<file path="config.mk">
export PLATFORM = sky130hd
export DESIGN_NAME = state_blob_validator
export DESIGN_NICKNAME = d
export VERILOG_FILES = /design/src/design/sbv_pkg.sv /design/src/design/sbv_in_stage.sv /design/src/design/sbv_check.sv /design/src/design/state_blob_validator.sv
export VERILOG_INCLUDE_DIRS = /design/src /design/src/design
export SDC_FILE = /design/constraint.sdc
export NUM_CORES = 1
export LEC_CHECK = 0
export BUFFER_PORTS_ARGS = -buffer_cell sky130_fd_sc_hd__buf_2
export CAP_MARGIN = 25
export CORE_MARGIN = 2
export CORE_UTILIZATION = 40
export CTS_BUF_LIST = sky130_fd_sc_hd__clkbuf_4 sky130_fd_sc_hd__clkbuf_8
export CTS_CLUSTER_DIAMETER = 50
export DETAILED_ROUTE_END_ITERATION = 8
export GPL_TIMING_DRIVEN = 0
export SYNTH_ARGS = -nofsm -noshare
export SYNTH_HDL_FRONTEND = slang
export SYNTH_SLANG_ARGS = --single-unit
</file>
<file path="constraint.sdc">
create_clock -name clk -period 3.37 [get_ports clk]
set_clock_uncertainty 0.15 [all_clocks]
set_input_delay 0.5055 -clock clk [delete_from_list [all_inputs] [get_ports clk]]
set_output_delay 0.5055 -clock clk [all_outputs]
set_load 0.005 [all_outputs]
</file>
<file path="src/design/state_blob_validator_assert.svh">
// assertion macros used by the record validator top level
`ifndef STATE_BLOB_VALIDATOR_ASSERT_SVH
`define STATE_BLOB_VALIDATOR_ASSERT_SVH

// same-cycle implication, checked outside reset
`define SBV_ASSERT_IMP(label, ante, cons) \
  label: assert property (@(posedge clk) disable iff (rst) (ante) |-> (cons)) \
    else $error("sbv assertion failed");

// next-cycle implication, checked outside reset
`define SBV_ASSERT_NXT(label, ante, cons) \
  label: assert property (@(posedge clk) disable iff (rst) (ante) |=> (cons)) \
    else $error("sbv assertion failed");

`endif

</file>
<file path="src/design/sbv_pkg.sv">
// types, layout constants and helper functions of the record validator
package sbv_pkg;

  localparam int CNT_W     = 11;
  localparam int CRED_LEN  = 128;
  localparam int CLAIM_LEN = 43;
  localparam int BLOB_LEN  = 184;

  localparam logic [CNT_W-1:0] HDR_LEN         = CNT_W'(8);
  localparam logic [CNT_W-1:0] VERSION_OFFSET  = CNT_W'(4);
  localparam logic [CNT_W-1:0] FLAGS_POS       = CNT_W'(5);
  localparam logic [CNT_W-1:0] RSVD_POS        = CNT_W'(6);
  localparam logic [CNT_W-1:0] MAGIC_LEN       = CNT_W'(4);
  localparam logic [CNT_W-1:0] CLAIM_OFF       = CNT_W'(8 + CRED_LEN);
  localparam logic [CNT_W-1:0] CLAIM_END       = CNT_W'(8 + CRED_LEN + CLAIM_LEN);
  localparam logic [CNT_W-1:0] CLAIM_LAST      = CNT_W'(8 + CRED_LEN + CLAIM_LEN - 1);
  localparam logic [CNT_W-1:0] CHK_OFF         = CNT_W'(BLOB_LEN - 4);
  localparam logic [CNT_W-1:0] BLOB_LAST       = CNT_W'(BLOB_LEN - 1);
  localparam logic [CNT_W-1:0] BLOB_END        = CNT_W'(BLOB_LEN);
  localparam logic [CNT_W-1:0] COUNT_MAX       = {CNT_W{1'b1}};

  localparam logic [7:0]  FORMAT_VERSION = 8'h01;
  localparam logic [7:0]  PEND_MASK      = 8'h01;
  localparam logic [1:0]  CLAIM_PAD_MASK = 2'h3;
  localparam logic [31:0] CRC_POLY       = 32'hedb88320;
  localparam logic [31:0] CRC_INIT       = 32'hffffffff;

  typedef enum logic [3:0] {
    ST_OK       = 4'd0,
    ST_LENGTH   = 4'd1,
    ST_MAGIC    = 4'd2,
    ST_VERSION  = 4'd3,
    ST_FLAGS    = 4'd4,
    ST_RESERVED = 4'd5,
    ST_CLAIM    = 4'd6,
    ST_UNUSED   = 4'd7,
    ST_CHECKSUM = 4'd8
  } status_t;

  typedef enum logic [1:0] {
    ROLE_HEADER = 2'd0,
    ROLE_CRED   = 2'd1,
    ROLE_CLAIM  = 2'd2,
    ROLE_TAIL   = 2'd3
  } role_t;

  // outcome of one byte against the current record state
  typedef struct packed {
    role_t       role;
    status_t     err;
    logic        pend;
    logic [31:0] crc;
    logic [31:0] chk;
  } check_t;

  function automatic logic [7:0] magic_byte(input logic [1:0] idx);
    logic [7:0] r;
    case (idx)
      2'd0:    r = 8'h50;
      2'd1:    r = 8'h57;
      2'd2:    r = 8'h53;
      default: r = 8'h31;
    endcase
    return r;
  endfunction

  // 6-bit base64url value, bit 6 set for a byte outside the alphabet
  function automatic logic [6:0] b64_code(input logic [7:0] c);
    logic [6:0] v;
    if (c >= 8'h41 && c <= 8'h5a)      v = 7'(c - 8'h41);
    else if (c >= 8'h61 && c <= 8'h7a) v = 7'(8'd26 + (c - 8'h61));
    else if (c >= 8'h30 && c <= 8'h39) v = 7'(8'd52 + (c - 8'h30));
    else if (c == 8'h2d)               v = 7'd62;
    else if (c == 8'h5f)               v = 7'd63;
    else                               v = 7'd64;
    return v;
  endfunction

  // reflected crc-32 over one byte
  function automatic logic [31:0] crc_byte(input logic [31:0] crc, input logic [7:0] b);
    logic [31:0] c;
    c = crc ^ {24'h0, b};
    for (int k = 0; k < 8; k++) begin
      c = (c >> 1) ^ (c[0] ? CRC_POLY : 32'h0);
    end
    return c;
  endfunction

endpackage

</file>
<file path="src/design/sbv_in_stage.sv">
// input register stage of the record validator
module sbv_in_stage import sbv_pkg::*; (
  input  logic       clk,
  input  logic       rst,
  input  logic       s_tvalid,
  output logic       s_tready,
  input  logic [7:0] s_tdata,
  input  logic       s_tlast,
  input  logic       advance,
  output logic       in_valid,
  output logic [7:0] in_data,
  output logic       in_last
);

  assign s_tready = !in_valid || advance;

  always_ff @(posedge clk) begin
    if (rst) begin
      in_valid <= 1'b0;
    end else if (s_tready) begin
      in_valid <= s_tvalid;
    end
  end

  always_ff @(posedge clk) begin
    if (s_tvalid && s_tready) begin
      in_data <= s_tdata;
      in_last <= s_tlast;
    end
  end

endmodule

</file>
<file path="src/design/sbv_check.sv">
// per-byte checks, crc update and checksum capture
module sbv_check import sbv_pkg::*; (
  input  logic [CNT_W-1:0] pos,
  input  logic [7:0]       data,
  input  logic             last,
  input  logic [31:0]      crc_acc,
  input  logic [31:0]      stored_checksum,
  input  logic             pending_flag,
  output check_t           res
);

  logic [CNT_W-1:0] chk_pos;
  logic [6:0]       b64;

  assign chk_pos = pos - CHK_OFF;
  assign b64     = b64_code(data);

  always_comb begin
    res.role = ROLE_TAIL;
    res.err  = ST_OK;
    res.pend = pending_flag;
    res.crc  = crc_acc;
    res.chk  = stored_checksum;
    if (pos >= BLOB_END) begin
      res.err = ST_LENGTH;
    end else if (pos >= CHK_OFF) begin
      // little-endian checksum, compared when its top byte lands
      res.chk = stored_checksum | ({24'h0, data} << {chk_pos[1:0], 3'b000});
      if (pos == BLOB_LAST && res.chk != ~crc_acc) begin
        res.err = ST_CHECKSUM;
      end
    end else begin
      res.crc = crc_byte(crc_acc, data);
      if (pos < HDR_LEN) begin
        res.role = ROLE_HEADER;
        if (pos < MAGIC_LEN) begin
          if (data != magic_byte(pos[1:0])) res.err = ST_MAGIC;
        end else if (pos == VERSION_OFFSET) begin
          if (data != FORMAT_VERSION) res.err = ST_VERSION;
        end else if (pos == FLAGS_POS) begin
          if ((data & ~PEND_MASK) != 8'h00) res.err = ST_FLAGS;
          res.pend = |(data & PEND_MASK);
        end else if (pos >= RSVD_POS) begin
          if (data != 8'h00) res.err = ST_RESERVED;
        end
      end else if (pos < CLAIM_OFF) begin
        res.role = ROLE_CRED;
      end else begin
        res.role = ROLE_CLAIM;
        if (pending_flag) begin
          if (pos < CLAIM_END) begin
            if (b64[6] || (pos == CLAIM_LAST && (b64[1:0] & CLAIM_PAD_MASK) != 2'b00)) begin
              res.err = ST_CLAIM;
            end
          end
        end else if (data != 8'h00) begin
          res.err = ST_UNUSED;
        end
      end
    end
    // short record
    if (res.err == ST_OK && last && pos < BLOB_LAST) begin
      res.err = ST_LENGTH;
    end
  end

endmodule

</file>
<file path="src/design/state_blob_validator.sv">
// top level of the persisted record validator
// Takes a record one byte per item (s_tdata, s_tlast on the final byte) and
// returns one result item per byte: the byte itself, its role in the layout
// (header, credential, claim area, checksum or excess), the claim-pending
// flag once the flags byte has gone by, and the first error seen so far in
// byte order; on the item with m_tlast set that status is the verdict for
// the whole record. Checks: magic "PWS1", version 1, flags holding only the
// claim-pending bit, zero reserved bytes, base64url claim when pending or an
// all-zero claim area otherwise, exact length, and a reflected crc-32 over
// every byte before the trailing little-endian checksum. Credential bytes are
// only tagged. The block takes one item every cycle while m_tready does not
// stall it: one input register, then byte-wise crc and compare logic feeding
// the result register. After the final byte all state returns to reset, so
// the next byte starts a new record. No clearing pass is needed after reset.
`include "state_blob_validator_assert.svh"

module state_blob_validator import sbv_pkg::*; (
  input  logic        clk,
  input  logic        rst,
  input  logic        s_tvalid,
  output logic        s_tready,
  input  logic [7:0]  s_tdata,   // [7:0] data_byte
  input  logic        s_tlast,   // last_byte
  output logic        m_tvalid,
  input  logic        m_tready,
  output logic [15:0] m_tdata,   // [7:0] out_byte, [8] pending flag, [12:9] status, rest zero
  output logic [1:0]  m_tuser,   // [1:0] byte_role
  output logic        m_tlast    // done_res
);

  // input register
  logic             in_valid;
  logic [7:0]       in_data;
  logic             in_last;
  logic             advance;

  // record state
  logic [CNT_W-1:0] byte_count;
  logic [31:0]      crc_acc;
  logic [31:0]      stored_checksum;
  status_t          first_error;
  logic             pending_flag;

  check_t           chk;
  status_t          status_next;

  // move an item from the input register into the result register
  assign advance = in_valid && (!m_tvalid || m_tready);

  sbv_in_stage u_in (
    .clk      (clk),
    .rst      (rst),
    .s_tvalid (s_tvalid),
    .s_tready (s_tready),
    .s_tdata  (s_tdata),
    .s_tlast  (s_tlast),
    .advance  (advance),
    .in_valid (in_valid),
    .in_data  (in_data),
    .in_last  (in_last)
  );

  sbv_check u_check (
    .pos             (byte_count),
    .data            (in_data),
    .last            (in_last),
    .crc_acc         (crc_acc),
    .stored_checksum (stored_checksum),
    .pending_flag    (pending_flag),
    .res             (chk)
  );

  // earliest error wins
  assign status_next = (first_error == ST_OK) ? chk.err : first_error;

  // record state: back to reset after the final byte
  always_ff @(posedge clk) begin
    if (rst) begin
      byte_count      <= '0;
      crc_acc         <= CRC_INIT;
      stored_checksum <= '0;
      first_error     <= ST_OK;
      pending_flag    <= 1'b0;
    end else if (advance) begin
      if (in_last) begin
        byte_count      <= '0;
        crc_acc         <= CRC_INIT;
        stored_checksum <= '0;
        first_error     <= ST_OK;
        pending_flag    <= 1'b0;
      end else begin
        if (byte_count != COUNT_MAX) byte_count <= byte_count + CNT_W'(1);
        crc_acc         <= chk.crc;
        stored_checksum <= chk.chk;
        first_error     <= status_next;
        pending_flag    <= chk.pend;
      end
    end
  end

  // result register
  always_ff @(posedge clk) begin
    if (rst) begin
      m_tvalid <= 1'b0;
    end else if (!m_tvalid || m_tready) begin
      m_tvalid <= in_valid;
    end
  end

  always_ff @(posedge clk) begin
    if (advance) begin
      m_tdata <= {3'b000, status_next, chk.pend, in_data};
      m_tuser <= chk.role;
      m_tlast <= in_last;
    end
  end

  // a finished record leaves the position at zero
  `SBV_ASSERT_NXT(a_count_restart, advance && in_last, byte_count == '0)
  // a recorded error is never replaced within a record
  `SBV_ASSERT_NXT(a_error_sticky, advance && !in_last && first_error != ST_OK,
                  first_error == $past(first_error))
  // the crc stops over the checksum and excess bytes
  `SBV_ASSERT_NXT(a_crc_frozen, advance && !in_last && byte_count >= CHK_OFF,
                  crc_acc == $past(crc_acc))

endmodule
</file>
# --- Word level (Yosys, flattened, before mapping) ---
# Cells that the tools add are included.
totals:
  ff_bits: 107
  input_bits: 13
  output_inout_bits: 21
  elab_cells: 136
op_classes:
  addsub: 7
  order_cmp: 14
  n_eq_ne: 14
  shift: 1
  mux: 51
  bitwise: 11
  reduce_logical: 26
op_table:
  columns: ["cell", "n"]
  rows:
  - ["32-bit 2-to-1 mux", 11]
  - ["31-bit by 32-bit XOR with 32-bit output", 8]
  - ["65-bit 2-to-1 mux", 1]
  - ["4-bit 2-to-1 mux", 12]
  - ["7-bit 2-to-1 mux", 5]
  - ["11-bit by 8-bit < comparator with 1-bit output, second input constant", 3]
  - ["33-bit 2-to-1 mux", 1]
  - ["8-bit 2-to-1 mux", 4]
  - ["32-bit != test", 1]
  - ["32-bit inverter", 1]
  - ["32-bit OR", 1]
  - ["8-bit by 5-bit << shifter with 32-bit output", 1]
  - ["32-bit by 8-bit XOR with 32-bit output", 1]
  - ["11-bit by 3-bit equality test with 1-bit output, second input constant", 2]
  - ["11-bit by 8-bit equality test with 1-bit output, second input constant", 2]
  - ["11-bit by 8-bit greater-or-equal comparator with 1-bit output, second input constant", 2]
  - ["11-bit 2-to-1 mux", 2]
  - ["7-bit case mux with 3 select lines", 1]
  - ["8-bit by 7-bit greater-or-equal comparator with 1-bit output, second input constant", 2]
  - ["8-bit by 7-bit less-or-equal comparator with 1-bit output, second input constant", 2]
  - ["8-bit nonzero test", 2]
  - ["3-bit 2-to-1 mux", 5]
  - ["7-bit subtractor, second input constant", 2]
  - ["11-bit by 1-bit adder with 11-bit output, second input constant", 1]
  - ["other kinds (29)", 51]

# --- Depth between registers and ports, before layout ---
depth:
  depth_word: 22
  depth_mapped: 11
  ltp_nobuf: 9

# --- By module ---
# A second synthesis with hierarchy kept.
unflattened:
  hier_cells: 834
  hier_area_um2: 6934.2
modules_own_cells:
  columns: ["mod", "instances", "cells_each", "area_each_um2", "seq_area_each_um2"]
  rows:
  - ["state_blob_validator", 1, 395, 3666.0, 2102.0]
  - ["sbv_check", 1, 425, 2942.8, 0.0]
  - ["sbv_in_stage", 1, 14, 325.3, 290.3]

# --- Worst setup path before layout ---
# No wires, ideal clock.
synth_timing:
  kind: "reg-to-reg"
  startpoint: "register u_in.in_data[0]"
  endpoint: "register m_tdata[9] (data pin)"
  setup_ns: 0.265
  t_arrival_ns: 2.409
  required_time_ns: 2.955
  path_slack_ns: 0.546
  path_stages_with_launch: 12
  n_path_buf: 2
  period_less_slack_ns: 2.824
  path_cell_list: "edfxtp_1 buf_6 clkbuf_1 inv_1 ha_1 or4b_1 o21ai_0 a221oi_1 a311o_1 o21ba_1 o211ai_1 a21oi_1"
synth_via:
  elab_chain_len: 21
  elab_cells_between_ends: 52
  classes_between: "5 x add/sub; 6 x order compare; 5 x eq/ne; 1 x shift; 23 x mux; 1 x bitwise; 11 x reduce/logical"
synth_lines:
  columns: ["element", "line_no", "rtl"]
  rows:
  - ["start, declared", "sbv_in_stage.sv:11", "output logic [7:0] in_data,"]
  - ["start signal, assigned", "sbv_in_stage.sv:27", "in_data <= s_tdata;"]
  - ["parallel branches: the longest is 14 deep, another holds 7-bit by 6-bit subtractor with 7-bit output", null, null]
  - ["4-bit 2-to-1 mux (*)", "sbv_check.sv:26", "end else if (pos >= CHK_OFF) begin"]
  - ["4-bit 2-to-1 mux (*)", "sbv_check.sv:24", "if (pos >= BLOB_END) begin"]
  - ["4-bit zero test", "sbv_check.sv:62", "if (res.err == ST_OK && last && pos < BLOB_LAST) begin"]
  - ["1-bit logical AND (2 in a row)", "sbv_check.sv:62", null]
  - ["4-bit 2-to-1 mux (*)", "sbv_check.sv:62", null]
  - ["4-bit 2-to-1 mux (*)", "state_blob_validator.sv:74", "assign status_next = (first_error == ST_OK) ? chk.err : first_error;"]
  - ["named net status_next[0]", "state_blob_validator.sv:45", "status_t status_next;"]
  - ["end signal, assigned", "state_blob_validator.sv:112", "m_tdata <= {3'b000, status_next, chk.pend, in_data};"]
  - ["end, declared", "state_blob_validator.sv:26", "output logic [15:0] m_tdata,"]
# Mark *: on every way through the listed nets, which the timed path passes.
# A chain may end at the register's enable or synchronous reset.

# --- Final worst setup path ---
# Ends and elaborated chain as after synthesis.

==> out/metrics.csv <==
stage;metric;value;unit
run_status;status;finished clean;
worst_setup_path;CP top delay family;compound AO/OA/AOI/OAI gates;
worst_setup_path;Worst Path Required;3.36;ns
job;max-cap check violation count;0;
place;GPL Wtd Cong;0.962;
detailed_routing;vias;5542;
logic_synthesis;FF+latch count, synth;107;
grt;global-route wire length before repair;30500;um
worst_setup_path;crit-path max cell delay;0.47;ns
power_and_ir_drop;VDD IR max;213;uV
clock_tree;clk sinks;107;
power_and_ir_drop;Cell Pwr Density;473;nW/um^2
cells_and_area;register area;2390;um^2
clock_tree;worst-skew pair later-pin latency;0.41;ns
cells_and_area;layout cell share with drive strength beyond 1;0.120;
worst_setup_path;Setup CP Type;flip-flop to flip-flop;
logic_synthesis;Synth top area share;0.271;
grt;vias in the first global route;5149;
worst_setup_path;Arr. time, crit path;3.27;ns
grt;GRT Total Usage;0.251;
worst_setup_path;CP cell instances;buf_6, buf_2, inv_1, ha_2, or4b_1, o21ai_0, a221oi_1, a311o_1, o21ba_1, o211ai_1, a21oi_1;
timing;worst slew pin tran;0.810;ns
floorplanning;initial core utilization;0.403;
grt;met1 Usage GRT;0.339;
place;Placement Setup Slack;-0.125;ns
cells_and_area;Layout Nets;716;
timing;Final Hold Violating Endpoints;0;
power_and_ir_drop;total power;3180;uW
logic_synthesis;dominant synthesized flop cell;dfxtp_1;
logic_synthesis;Mapped Area;6060;um^2
grt;largest net degree at the start of global routing;17;
floorplanning;Top Ports;34;
place;I/O Buffers;29;
detailed_routing;TritonRoute pass-1 iters;5;
floorplanning;Die ar.;16200;um^2
logic_synthesis;register area share after synthesis;0.395;
logic_synthesis;Async S/R FF share, synth;0;
detailed_routing;drt wl/cell;22.5;um
detailed_routing;post-DR vias/cell;6.24;
floorplanning;core area;15000;um^2
detailed_routing;iteration-0 DRC count of the detailed router;619;
timing;Fin Hold WS;0.127;ns
logic_synthesis;Mapped Cells;652;
clock_tree;htree depth;3;
logic_synthesis;Synth Area per Inst;9.30;um^2
floorplanning;chip height;127;um
timing;Max Transition Viols Final;0;
cells_and_area;most frequent cells in the layout;dfxtp_1 (82), nor2_1 (70), xnor2_1 (51);
clock_tree;CTS Buf Count;9;
timing;Final Critical Period;3.28;ns
detailed_routing;WL final;20000;um
place;DP Wirelength;14700;um
timing;Tcrit/Tclk final;0.974;
grt;met2 GRT Util;0.394;
floorplanning;row count;45;
cells_and_area;area occupied by multi-input gates;3410;um^2
timing;Final setup viols;0;
cells_and_area;leading cell type in the layout, fill and taps excluded;dfxtp_1;
grt;met3 Usage GRT;0.0595;
cells_and_area;diode count;0;
worst_setup_path;startpoint types;flip-flop;
min_path;Hold WC Path Type;primary input to flip-flop;
detailed_routing;# DRC;0;
detailed_routing;Post-DRT Antenna Nets;0;
grt;initial antenna violation count;0;
worst_setup_path;Worst Path Buf+Inv;3;
timing;highest clock rate;0.305;GHz
logic_synthesis;cell taking the most area after synthesis;dfxtp_1;
logic_synthesis;yosys warns;0;
timing;unrepaired setup endpoints after global routing;false;
timing;Slew headroom;0.456;
cells_and_area;P&R area growth vs syn;10.9;%
timing;worst setup margin;0.0887;ns
logic_synthesis;top post-synthesis cells by area;dfxtp_1 (27%), edfxtp_1 (12%), xnor2_1 (7.4%);
clock_tree;CTS tree;built;
floorplanning;die width;127;um
worst_setup_path;Setup crit end kind;flip-flop;
grt;GRT busiest layer;met2;
logic_synthesis;EDFF count, synth;25;
power_and_ir_drop;Pleak;0.00240;uW
worst_setup_path;Critical Path Fanout Max;10;
cells_and_area;fill count;1498;
clock_tree;clock slew at reported path FFs;0.09;ns
logic_synthesis;Unique masters post-synth;70;
grt;Remaining Overflow, GRT;0;
worst_setup_path;CP max stage cell;or4b_1;
clock_tree;clock root cell;clkbuf_8;
clock_tree;clk buf depth;2;
## synthesized netlist by cell type, drive strengths merged, types with 3 or more instances
cell and number:
nand2b 8, buf 16, o32ai 4, nor3 15
nor4 9, nand4 9, xor2 29, mux2 4
o21ai 23, a21oi 24, and4 3, ha 8
a31oi 4, and2 4, nor2b 4, a311oi 6
nand2 28, nand3 13, a22oi 45, o211ai 9
nor3b 7, o22ai 3, a211o 3, nor4b 3
o21a 3, and3 4, nor2 70, dfxtp 82
clkbuf 36, a311o 3, a21o 4, inv 12
mux2i 7, xnor2 54, a22o 3, a211oi 9
a221oi 4, nand4b 3, nand3b 4, edfxtp 25
a221o 18
## worst paths after layout
path | start | cells after the start | slack (ns) | to
max reg2reg | u_in.in_data[0]$_DFFE_PP_ | 11 | 0.09 | m_tdata[9]$_DFFE_PP_
min reg2reg | u_in.in_data[5]$_DFFE_PP_ | 0 | 0.30 | m_tdata[5]$_DFFE_PP_
min | s_tdata[0] | 1 | 0.13 | u_in.in_data[0]$_DFFE_PP_
max | u_in.in_data[0]$_DFFE_PP_ | 11 | 0.09 | m_tdata[9]$_DFFE_PP_
## metal layers
| layer | wire length [um] | vias up |
|---|---|---|
| li1 | - | 2516 |
| met1 | 8640 | 2678 |
| met2 | 9040 | 300 |
| met3 | 1700 | 48 |
| met4 | 607 | 0 |
| met5 | 0 | - |
## area by class of cell
type | instances | area share
multi-input cells | 482 | 0.507
flip-flops and latches | 107 | 0.356
well taps | 188 | 0.0350
plain buffers | 51 | 0.0348
repair buffers | 31 | 0.0249
clock buffers | 10 | 0.0195
clock inverters | 6 | 0.0154
inverters | 13 | 0.00744
## kinds of logic after synthesis
group | Yosys count | share of synthesized area
compound gates | 186 | 0.230
xor+xnor | 83 | 0.129
fa+ha+maj | 8 | 0.0165
buf+inv | 65 | 0.0460
flops | 107 | 0.395
mux | 11 | 0.0190
other cells | 1 | 0.000618
simple gates | 191 | 0.164
## power breakdown
part	internal, uW	switching [uW]
Clock	496	453
Combinational	335	432
Sequential	1370	96.5
## metrics by stage
step / instance area [um^2] / std cells / setup TNS (ns) / util
after global routing: 6720 / 888 / 0 / 0.447
after detailed placement: 6470 / 872 / -0.314 / 0.430
after floorplan: 6070 / 654 / 0 / -
after CTS: 6710 / 888 / 0 / 0.446
after global placement: 6450 / 871 / -6.08 / 0.429
final: 6720 / 888 / 0 / 0.447
## repair_timing
action                                  CTS  global route
setup buffers                             0             1
gates resized for setup                   3            12
endpoints found under the setup margin    5             5
hold buffers                              0             0
## registers in the layout, indices dropped and copies added (netlist names)
signal and flops:
pending_flag 1, stored_checksum 32, m_tlast 1, m_tvalid 1, m_tdata 13, crc_acc 32, u_in.in_valid 1, m_tuser 2
u_in.in_last 1, u_in.in_data 8, first_error 4, byte_count 11
No activity file was read; power rests on OpenSTA's default activity.
